==> config.mk <==
export PLATFORM = sky130hd
export DESIGN_NAME = dns_response_a_record_parser_core
export DESIGN_NICKNAME = d
export VERILOG_FILES = /design/src/rtl/core/dnsarp_pkg.sv /design/src/rtl/core/dnsarp_parser.sv /design/src/rtl/core/dns_response_a_record_parser_core.sv
export SDC_FILE = /design/constraint.sdc
export NUM_CORES = 1
export LEC_CHECK = 0
export BUFFER_PORTS_ARGS = -buffer_cell sky130_fd_sc_hd__buf_2
export CELL_PAD_IN_SITES_DETAIL_PLACEMENT = 1
export CELL_PAD_IN_SITES_GLOBAL_PLACEMENT = 2
export CORE_MARGIN = 2
export CORE_UTILIZATION = 30
export CTS_CLUSTER_SIZE = 14
export DETAILED_ROUTE_END_ITERATION = 7
export HOLD_SLACK_MARGIN = 0.06
export PLACE_DENSITY_LB_ADDON = 0.3
export SLEW_MARGIN = 0
export SYNTH_ARGS = -nofsm -noshare
export SYNTH_HDL_FRONTEND = slang
export SYNTH_SLANG_ARGS = --single-unit
==> constraint.sdc <==
create_clock -name clk -period 8.5 [get_ports clk]
set_clock_uncertainty 0.05 [all_clocks]
set_input_delay 0.85 -clock clk [delete_from_list [all_inputs] [get_ports clk]]
set_output_delay 0.85 -clock clk [all_outputs]
set_load 0.05 [all_outputs]
==> src/rtl/core/dnsarp_pkg.sv <==
// Shared types and constants for the DNS response A-record parser.
// No dependencies; imported by dnsarp_parser and the top level.
`timescale 1ns / 1ps

package dnsarp_pkg;

  localparam int OFF_W   = 10;  // byte offset counter width
  localparam int STEP_W  = 7;   // name step counter width
  localparam int ANS_W   = 5;   // answers seen counter width
  localparam int WORD_W  = 16;
  localparam int ADDR_W  = 32;
  localparam int STAT_W  = 3;

  localparam logic [7:0] PTR_MASK = 8'hC0;
  localparam logic [3:0] HDR_LAST = 4'd11;  // final header offset

  typedef enum logic [STAT_W-1:0] {
    ST_FOUND    = 3'd0,
    ST_SHORT    = 3'd1,
    ST_NOT_RESP = 3'd2,
    ST_RCODE    = 3'd3,
    ST_NO_ANS   = 3'd4,
    ST_BAD_NAME = 3'd5,
    ST_NO_A     = 3'd6
  } status_t;

  typedef enum logic [10:0] {
    PH_HDR    = 11'b000_0000_0001,
    PH_QNAME  = 11'b000_0000_0010,
    PH_QLABEL = 11'b000_0000_0100,
    PH_QPTR   = 11'b000_0000_1000,
    PH_QTAIL  = 11'b000_0001_0000,
    PH_ANAME  = 11'b000_0010_0000,
    PH_ALABEL = 11'b000_0100_0000,
    PH_APTR   = 11'b000_1000_0000,
    PH_AFIX   = 11'b001_0000_0000,
    PH_AADDR  = 11'b010_0000_0000,
    PH_ASKIP  = 11'b100_0000_0000
  } phase_t;

  typedef struct packed {
    status_t             status;
    logic [ADDR_W-1:0]   ip_address;
  } result_t;

endpackage

==> src/rtl/core/dnsarp_parser.sv <==
// Per-byte parse state machine: header checks, name skipping, answer scan.
// Depends on dnsarp_pkg. Result is combinational, registered by the top level.
`timescale 1ns / 1ps

module dnsarp_parser #(
  parameter int MAX_PACKET      = 512,
  parameter int MAX_ANSWERS     = 16,
  parameter int NAME_STEP_LIMIT = 64
) (
  input  logic                clk,
  input  logic                rst_n,
  input  logic                word_en,
  input  logic [7:0]          word_byte,
  input  logic                word_last,
  output dnsarp_pkg::result_t res
);
  import dnsarp_pkg::*;

  phase_t              phase_r, phase_nxt;
  logic [OFF_W-1:0]    off_r, off_nxt;
  logic                qr_r, qr_nxt;
  logic [3:0]          rcode_r, rcode_nxt;
  logic [WORD_W-1:0]   ans_total_r, ans_total_nxt;
  logic [STEP_W-1:0]   steps_r, steps_nxt;
  logic [WORD_W-1:0]   skip_r, skip_nxt;
  logic [ANS_W-1:0]    seen_r, seen_nxt;
  logic [WORD_W-1:0]   rtype_r, rtype_nxt;
  logic [WORD_W-1:0]   rlen_r, rlen_nxt;
  logic [ADDR_W-1:0]   addr_r, addr_nxt;
  status_t             fstat_r, fstat_nxt;
  logic                decided_r, decided_nxt;

  logic [WORD_W-1:0]   skip_dec;
  logic                ans_exhausted;
  logic                q_side;
  status_t             out_status;

  assign skip_dec = skip_r - WORD_W'(1);
  assign ans_exhausted = ({{(WORD_W-ANS_W){1'b0}}, seen_r} >= ans_total_r) ||
                         (seen_r >= ANS_W'(MAX_ANSWERS));

  always_comb begin
    phase_nxt     = phase_r;
    off_nxt       = off_r;
    qr_nxt        = qr_r;
    rcode_nxt     = rcode_r;
    ans_total_nxt = ans_total_r;
    steps_nxt     = steps_r;
    skip_nxt      = skip_r;
    seen_nxt      = seen_r;
    rtype_nxt     = rtype_r;
    rlen_nxt      = rlen_r;
    addr_nxt      = addr_r;
    fstat_nxt     = fstat_r;
    decided_nxt   = decided_r;

    if (off_r < OFF_W'(MAX_PACKET)) begin
      off_nxt = off_r + OFF_W'(1);
      if (!decided_r) begin
        unique case (phase_r)
          PH_HDR: begin
            case (off_r)
              OFF_W'(2): qr_nxt = word_byte[7];
              OFF_W'(3): rcode_nxt = word_byte[3:0];
              OFF_W'(6): ans_total_nxt = {word_byte, 8'h00};
              OFF_W'(7): ans_total_nxt = {ans_total_r[15:8], word_byte};
              OFF_W'(HDR_LAST): begin
                if (!qr_r) begin
                  decided_nxt = 1'b1;
                  fstat_nxt   = ST_NOT_RESP;
                end else if (rcode_r != 4'd0) begin
                  decided_nxt = 1'b1;
                  fstat_nxt   = ST_RCODE;
                end else if (ans_total_r == '0) begin
                  decided_nxt = 1'b1;
                  fstat_nxt   = ST_NO_ANS;
                end else begin
                  phase_nxt = PH_QNAME;
                  steps_nxt = '0;
                end
              end
              default: ;
            endcase
          end
          PH_QNAME, PH_ANAME: begin
            if (steps_r > STEP_W'(NAME_STEP_LIMIT)) begin
              decided_nxt = 1'b1;
              fstat_nxt   = (phase_r == PH_QNAME) ? ST_BAD_NAME : ST_NO_A;
            end else begin
              steps_nxt = steps_r + STEP_W'(1);
              if (word_byte == 8'h00) begin
                if (phase_r == PH_QNAME) begin
                  phase_nxt = PH_QTAIL;
                  skip_nxt  = WORD_W'(4);
                end else begin
                  phase_nxt = PH_AFIX;
                  skip_nxt  = WORD_W'(10);
                  rtype_nxt = '0;
                  rlen_nxt  = '0;
                end
              end else if ((word_byte & PTR_MASK) == PTR_MASK) begin
                phase_nxt = (phase_r == PH_QNAME) ? PH_QPTR : PH_APTR;
              end else if ((word_byte & PTR_MASK) != 8'h00) begin
                decided_nxt = 1'b1;
                fstat_nxt   = (phase_r == PH_QNAME) ? ST_BAD_NAME : ST_NO_A;
              end else begin
                skip_nxt  = {8'h00, word_byte};
                phase_nxt = (phase_r == PH_QNAME) ? PH_QLABEL : PH_ALABEL;
              end
            end
          end
          PH_QLABEL, PH_ALABEL: begin
            skip_nxt = skip_dec;
            if (skip_dec == '0)
              phase_nxt = (phase_r == PH_QLABEL) ? PH_QNAME : PH_ANAME;
          end
          PH_QPTR: begin
            phase_nxt = PH_QTAIL;
            skip_nxt  = WORD_W'(4);
          end
          PH_APTR: begin
            phase_nxt = PH_AFIX;
            skip_nxt  = WORD_W'(10);
            rtype_nxt = '0;
            rlen_nxt  = '0;
          end
          PH_QTAIL, PH_ASKIP: begin
            skip_nxt = skip_dec;
            if (skip_dec == '0) begin
              if (ans_exhausted) begin
                decided_nxt = 1'b1;
                fstat_nxt   = ST_NO_A;
              end else begin
                seen_nxt  = seen_r + ANS_W'(1);
                steps_nxt = '0;
                phase_nxt = PH_ANAME;
              end
            end
          end
          PH_AFIX: begin
            // fixed part: type(2) class(2) ttl(4) rdlength(2); skip counts 10..1
            case (skip_r)
              WORD_W'(10): rtype_nxt = {word_byte, 8'h00};
              WORD_W'(9):  rtype_nxt = {rtype_r[15:8], word_byte};
              WORD_W'(2):  rlen_nxt  = {word_byte, 8'h00};
              WORD_W'(1):  rlen_nxt  = {rlen_r[15:8], word_byte};
              default: ;
            endcase
            skip_nxt = skip_dec;
            if (skip_dec == '0) begin
              if (rtype_r == WORD_W'(1) && rlen_nxt == WORD_W'(4)) begin
                phase_nxt = PH_AADDR;
                skip_nxt  = WORD_W'(4);
                addr_nxt  = '0;
              end else if (rlen_nxt == '0) begin
                if (ans_exhausted) begin
                  decided_nxt = 1'b1;
                  fstat_nxt   = ST_NO_A;
                end else begin
                  seen_nxt  = seen_r + ANS_W'(1);
                  steps_nxt = '0;
                  phase_nxt = PH_ANAME;
                end
              end else begin
                skip_nxt  = rlen_nxt;
                phase_nxt = PH_ASKIP;
              end
            end
          end
          PH_AADDR: begin
            addr_nxt = {addr_r[23:0], word_byte};
            skip_nxt = skip_dec;
            if (skip_dec == '0) begin
              decided_nxt = 1'b1;
              fstat_nxt   = ST_FOUND;
            end
          end
          default: ;
        endcase
      end
    end
  end

  assign q_side = (phase_nxt == PH_QNAME) || (phase_nxt == PH_QLABEL) ||
                  (phase_nxt == PH_QPTR) || (phase_nxt == PH_QTAIL);

  always_comb begin
    if (decided_nxt)
      out_status = fstat_nxt;
    else if (phase_nxt == PH_HDR)
      out_status = ST_SHORT;
    else if (q_side)
      out_status = ST_BAD_NAME;
    else
      out_status = ST_NO_A;
    res.status     = out_status;
    res.ip_address = (out_status == ST_FOUND) ? addr_nxt : '0;
  end

  always_ff @(posedge clk) begin
    if (!rst_n || (word_en && word_last)) begin
      phase_r     <= PH_HDR;
      off_r       <= '0;
      qr_r        <= 1'b0;
      rcode_r     <= '0;
      ans_total_r <= '0;
      steps_r     <= '0;
      skip_r      <= '0;
      seen_r      <= '0;
      rtype_r     <= '0;
      rlen_r      <= '0;
      addr_r      <= '0;
      fstat_r     <= ST_NO_A;
      decided_r   <= 1'b0;
    end else if (word_en) begin
      phase_r     <= phase_nxt;
      off_r       <= off_nxt;
      qr_r        <= qr_nxt;
      rcode_r     <= rcode_nxt;
      ans_total_r <= ans_total_nxt;
      steps_r     <= steps_nxt;
      skip_r      <= skip_nxt;
      seen_r      <= seen_nxt;
      rtype_r     <= rtype_nxt;
      rlen_r      <= rlen_nxt;
      addr_r      <= addr_nxt;
      fstat_r     <= fstat_nxt;
      decided_r   <= decided_nxt;
    end
  end

endmodule

==> src/rtl/core/dns_response_a_record_parser_core.sv <==
// Top level: input word register, parser state machine, result register.
// Depends on dnsarp_pkg and dnsarp_parser.
// out_valid comes from the result register, loaded when the last byte leaves the input register.
// Throughput: one byte per cycle; a last byte waits in the input register
// only while the result register holds an untaken result.
// Reset (rst_n low, synchronous) empties both registers and returns the parser
// to the header phase.
`timescale 1ns / 1ps

module dns_response_a_record_parser_core #(
  parameter int MAX_PACKET      = 512,
  parameter int MAX_ANSWERS     = 16,
  parameter int NAME_STEP_LIMIT = 64
) (
  input  logic        clk,
  input  logic        rst_n,
  input  logic        in_valid,
  output logic        in_stall,
  input  logic [7:0]  in_packet_byte,
  input  logic        in_last_byte,
  output logic        out_valid,
  input  logic        out_stall,
  output logic [2:0]  out_status,
  output logic [31:0] out_ip_address
);
  import dnsarp_pkg::*;

  logic        word_v_r;
  logic [7:0]  word_byte_r;
  logic        word_last_r;
  logic        out_v_r;
  result_t     res_r;
  result_t     res;
  logic        out_busy;
  logic        word_en;

  assign out_busy = out_v_r && out_stall;
  // a last byte needs the result slot; other bytes never wait
  assign word_en  = word_v_r && !(word_last_r && out_busy);
  assign in_stall = word_v_r && word_last_r && out_busy;

  always_ff @(posedge clk) begin
    if (!rst_n) begin
      word_v_r <= 1'b0;
    end else if (in_valid && !in_stall) begin
      word_v_r <= 1'b1;
    end else if (word_en) begin
      word_v_r <= 1'b0;
    end
  end

  always_ff @(posedge clk) begin
    if (in_valid && !in_stall) begin
      word_byte_r <= in_packet_byte;
      word_last_r <= in_last_byte;
    end
  end

  dnsarp_parser #(
    .MAX_PACKET      (MAX_PACKET),
    .MAX_ANSWERS     (MAX_ANSWERS),
    .NAME_STEP_LIMIT (NAME_STEP_LIMIT)
  ) u_parser (
    .clk       (clk),
    .rst_n     (rst_n),
    .word_en   (word_en),
    .word_byte (word_byte_r),
    .word_last (word_last_r),
    .res       (res)
  );

  always_ff @(posedge clk) begin
    if (!rst_n) begin
      out_v_r <= 1'b0;
    end else if (word_en && word_last_r) begin
      out_v_r <= 1'b1;
    end else if (!out_stall) begin
      out_v_r <= 1'b0;
    end
  end

  always_ff @(posedge clk) begin
    if (word_en && word_last_r) begin
      res_r <= res;
    end
  end

  assign out_valid      = out_v_r;
  assign out_status     = res_r.status;
  assign out_ip_address = res_r.ip_address;

endmodule

==> impl_metrics.yaml, run 1 <==
setup_path:
  critPathKind: "flip-flop to flip-flop"
  worstPathCellList: "nor4_1, nand4_1, a22oi_1, o21a_1, a21oi_1, or3_1, a21oi_1, o21ai_1, or4b_4, nor2_4"
  endpoint_kind: "flip-flop"
  cp_max_fo: 32
  slowest_stage: "or4b_4"
  startpoint_type: "flip-flop"
  critPathArrivalTime_ns: 4.69
  crit_path_frequent_cell: "a21oi_1"
  cp_slowest_stage_delay_ns: 0.90
  critPathRequiredTime_ns: 8.77
yosys:
  ys_ff_latch: 184
  synth-simple-area-share: 0.261
  synthFlopType: "dfxtp_1"
  synth_compound_area_frac: 0.215
  async_flop_share: 0
  syn-cell-area_um2: 9750
  synthCells: 1111
  synth.distinct_cells: 76
  synthesis.nets: 1139
  synth-edff-count: 44
  muxShareOfSynthArea: 0.0135
  yosysWarnings: 0
  avgSynthCellArea_um2: 8.78
  ys_seq_area_frac: 0.423
  synthAdderAreaFrac: 0.0192
  synth_xor_area_frac: 0.0242
  synth_top_family_by_area: "simple AND/OR/NAND/NOR gates"
cells_and_area:
  synthToLayoutAreaGrowth_pct: 12.5
  diodes: 0
  final_cell_mix: "nor2_1, dfxtp_1, a22oi_1"
  final_common_cell: "nor2_1"
  fillers: 3764
  drive_gt1_frac: 0.130
  layout.nets: 1157
global_route:
  grt_usage: 0.197
  grt_pass1_wl_um: 52000
  antenna_found_initial: 0
  overflow: 0
  grt_max_degree: 65
  first_global_vias: 8810
clocking:
  clk_latency_ns: 0.46
  cts_buffer_depth: 2
  cts_hold_buf: 0
  cts_sinks: 184
  tritoncts: "yes"
  cts-root-buf: "clkbuf_16"
  post_cts_buffers: 0
  cts_resized: 0
  numCtsBuffers: 17
  clk_pin_slew_worst_paths_ns: 0.08
  htree_levels: 4
timing:
  maxSlewHeadroom: 0.286
  setup_tns_ns: 0
  min_period_ns: 4.42
  fin_ws_ns: 4.08
  rsz0062_at_grt: "no"
  fmax_mhz: 226
  hold_viol: 0
  finalSetupViolCount: 0
  fin_crit_sh: 0.521
  slew_viol_final: 0
  tightest_slew_ns: 1.07
route:
  routedWlPerCell_um: 20.4
  wl_um: 32400
  dr.pass1.iters: 5
  drtIter0Drc: 607
  vias: 8794
  drtAntennaViolNets: 0
  routed_via_density: 5.55
  drc: 0
placement:
  port_buffers: 49
  routabilityCongestion: 0.856
  dp_slack_ns: 4.07
  hpwl_um: 22500
pwr:
  power_per_cell_area_nw_per_um2: 168
  p_leak_nw: 3.77
  peakVddDrop_mv: 0.132
die:
  die_y_um: 184
  start_util: 0.302
  io_pins: 50
  core-area_um2: 32300
  die_x_um: 184
  die_area_um2: 34000
  rows: 66
worst_hold_path:
  min_path_type: "flip-flop to flip-flop"
status:
  status: "complete, no violations"
job:
  maxCapViolations: 0
-- metrics by stage --
| step | total power, mW | cell area (um2) | instances | utilization | hold slack (ns) |
|---|---|---|---|---|---|
| after detailed placement | 1.05 | 10400 | 1552 | 0.321 | 0.398 |
| after floorplan | 1.01 | 9750 | 1111 | - | 0.382 |
| after global placement | 1.05 | 10400 | 1552 | 0.321 | 0.393 |
| after CTS | 1.88 | 11000 | 1584 | 0.340 | 0.410 |
| after global routing | 1.92 | 11000 | 1584 | 0.340 | 0.430 |
| final | 1.85 | 11000 | 1584 | 0.340 | 0.404 |
-- layout make-up --
class	instances	area [um2]	area share
sequential	184	4120	0.376
inverter	25	93.8	0.00855
clock buffer	17	425	0.0388
clock inverter	15	173	0.0157
timing repair buffer	68	388	0.0353
multi-input combinational	833	5220	0.476
tap	442	553	0.0504
-- synthesized netlist by cell type (9+ instances only) --
master      n  area, um2
ha_1       15        188
a31oi_1    10       62.6
and3_1     10       62.6
a211oi_1   10       75.1
o22ai_1    10       62.6
clkbuf_1   55        206
a21oi_1    47        235
dfxtp_1   140       2800
edfxtp_1   44       1320
o21ai_0    34        170
and2_1     12       75.1
a22oi_1   120        901
xor2_1     17        149
nor2_4     30        338
nor3_1     33        165
nand2_1    66        248
nor4_1     19        119
nor2_1    174        653
inv_1      25       93.8
nor2b_1     9       56.3
xnor2_1    10       87.6
mux2i_1    12        120
nand3_1    37        185
nand4_1    25        156
-- report_power, final --
part | switching, mW | internal (mW) | leakage, nW
clock network | 0.415 | 0.398 | 0.293
logic | 0.0889 | 0.0336 | 1.87
registers | 0.00950 | 0.902 | 1.60
total | 0.513 | 1.33 | 3.77
-- path summary, 6_finish.rpt --
path | cells after the start | slack [ns] | endpoint | startpoint
max | 10 | 4.08 | out_ip_address[4] | u_parser.skip_r[4]
min | 2 | 0.40 | u_parser.ans_total_r[10] | u_parser.ans_total_r[10]
max reg2reg | 10 | 4.08 | out_ip_address[4] | u_parser.skip_r[4]
min reg2reg | 2 | 0.40 | u_parser.ans_total_r[10] | u_parser.ans_total_r[10]
-- logic make-up (layout without fill, tap and decap cells) --
kind of cell / Yosys count / after routing
simple gates: 476 / 476
compound gates: 302 / 302
flops: 184 / 184
buf+inv: 94 / 125
xor+xnor: 27 / 27
fa+ha+maj: 15 / 15
mux: 13 / 13
-- worst max-delay path, delay by kind of cell, from the launching register on --
kind            cells  cell delay [ns]
flops               1             0.39
compound gates      5             1.12
simple gates        5             2.66
-- registers in the layout, summed over array words and instances (netlist names) --
name                  cells
u_parser.steps_r          7
u_parser.ans_total_r     16
u_parser.skip_r          16
u_parser.phase_r         11
u_parser.addr_r          32
word_last_r               1
u_parser.fstat_r          3
u_parser.rtype_r         16
u_parser.seen_r           5
out_status                3
word_v_r                  1
out_valid                 1
u_parser.rlen_r          16
u_parser.decided_r        1
u_parser.qr_r             1
u_parser.rcode_r          4
out_ip_address           32
word_byte_r               8
u_parser.off_r           10
-- layer usage --
layer | track usage | up-vias | share of wire
met4 | 0.0669 | 0 | 0.020
met2 | 0.321 | 169 | 0.47
met1 | 0.268 | 4408 | 0.48
met5 | 0 | - | 0
li1 | - | 4178 | -
met3 | 0.0259 | 39 | 0.035
No activity file was read; power rests on OpenSTA's default activity.
==> inputs of run 2 (changes only) <==
clock period = 4.6 ns   (was 8.5 ns; I/O delays follow)
==> run 2 against run 1 <==
- highest routed layer unchanged
- sequential share of layout area down 0.67 points
- critical path type unchanged
- cell area up 1.8%
- global-route usage up 0.096 points
- critical endpoint is now out_ip_address[21]
==> impl_metrics.yaml, run 2 (synthesis results as in run 1) <==
status:
  status: "complete, no violations"
timing:
  hold_viol: 0
  rsz0062_at_grt: "no"
  tightest_slew_ns: 1.18
  fin_crit_sh: 0.935
  setup_tns_ns: 0
  fmax_mhz: 233
  finalSetupViolCount: 0
  min_period_ns: 4.30
  slew_viol_final: 0
  maxSlewHeadroom: 0.212
job:
  maxCapViolations: 0
global_route:
  grt_max_degree: 75
  first_global_vias: 8682
  antenna_found_initial: 0
  overflow: 0
  grt_usage: 0.198
  grt_pass1_wl_um: 51700
clocking:
  cts-root-buf: "clkbuf_16"
  numCtsBuffers: 17
  post_cts_buffers: 0
  cts_resized: 0
  clk_pin_slew_worst_paths_ns: 0.08
  htree_levels: 4
  cts_sinks: 184
  tritoncts: "yes"
  cts_buffer_depth: 2
  cts_hold_buf: 0
  clk_latency_ns: 0.45
cells_and_area:
  stdcell_area_um2: 11200
  layout.nets: 1175
  final_cell_mix: "nor2_1, dfxtp_1, a22oi_1"
  synthToLayoutAreaGrowth_pct: 14.6
  final_common_cell: "nor2_1"
  diodes: 0
  drive_gt1_frac: 0.143
  fillers: 3748
route:
  drc: 0
  wl_um: 32800
  vias: 8834
  dr.pass1.iters: 5
  routed_via_density: 5.51
  routedWlPerCell_um: 20.5
  drtAntennaViolNets: 0
  drtIter0Drc: 698
placement:
  placed_area_um2: 10500
  routabilityCongestion: 0.854
  hpwl_um: 23000
  port_buffers: 49
die:
  die_y_um: 184
  rows: 66
  core-area_um2: 32300
  start_util: 0.302
  io_pins: 50
  die_x_um: 184
  die_area_um2: 34000
setup_path:
  r2r_slack_ns: 0.30
  endpoint_kind: "flip-flop"
  startpoint_type: "flip-flop"
  critPathRequiredTime_ns: 4.86
  ff2ff_path_depth: 12
  cp_max_fo: 32
  critPathKind: "flip-flop to flip-flop"
  critPathArrivalTime_ns: 4.56
pwr:
  p_leak_nw: 3.87
  power_per_cell_area_nw_per_um2: 314
  peakVddDrop_mv: 0.238
worst_hold_path:
  min_path_type: "input port to flip-flop"
  min_path_cells: 1
==> run 2: final timing paths <==
kind | startpoint | end
max | u_parser.skip_r[0] | out_ip_address[21]
min | in_packet_byte[6] | word_byte_r[6]
max reg2reg | u_parser.skip_r[0] | out_ip_address[21]
min reg2reg | u_parser.ans_total_r[14] | u_parser.ans_total_r[14]
==> run 2: metal layers <==
metal  up-vias  part of all wire  global-route usage
met5         -                 0                   0
met1      4399              0.48               0.273
li1       4212                 -                   -
met3        50             0.031              0.0265
met4         0             0.030              0.0816
met2       173              0.46               0.311
==> run 2: worst max-delay path, stage by stage (launching register included) <==
cell	delay, ns
dfxtp_1	0.40
inv_1	0.14
ha_1	0.33
nor2b_1	0.23
a31oi_1	0.10
o21ai_0	0.51
and4b_1	0.39
nand2_2	0.17
or3_1	0.38
a21oi_1	0.18
o21ai_1	0.12
or4b_4	0.91
nor2_1	0.22
==> run 2: final cells by class <==
class / count / area, um2 / area share
clock buffers: 17 / 425 / 0.0381
clock inverters: 15 / 225 / 0.0201
inverters: 25 / 93.8 / 0.00840
multi-input cells: 833 / 5220 / 0.467
flip-flops and latches: 184 / 4120 / 0.369
well taps: 442 / 553 / 0.0495
repair buffers: 86 / 536 / 0.0479
==> run 2: power by group <==
part | leakage (nW) | internal, mW | switching (mW)
registers | 1.60 | 1.67 | 0.0152
logic | 1.96 | 0.0679 | 0.172
clock network | 0.311 | 0.800 | 0.785
==> run 2: metrics by stage <==
step           instances  total power, mW  utilization  setup slack [ns]  hold WS [ns]
2_1_floorplan       1111             1.86            -             0.990         0.382
3_3_place_gp        1570             1.96        0.326             0.469         0.395
3_5_place_dp        1570             1.96        0.326             0.352         0.399
4_1_cts             1602             3.55        0.346             0.326         0.107
5_1_grt             1602             3.63        0.346            0.0325         0.110
6_report            1602             3.51        0.346             0.299         0.128
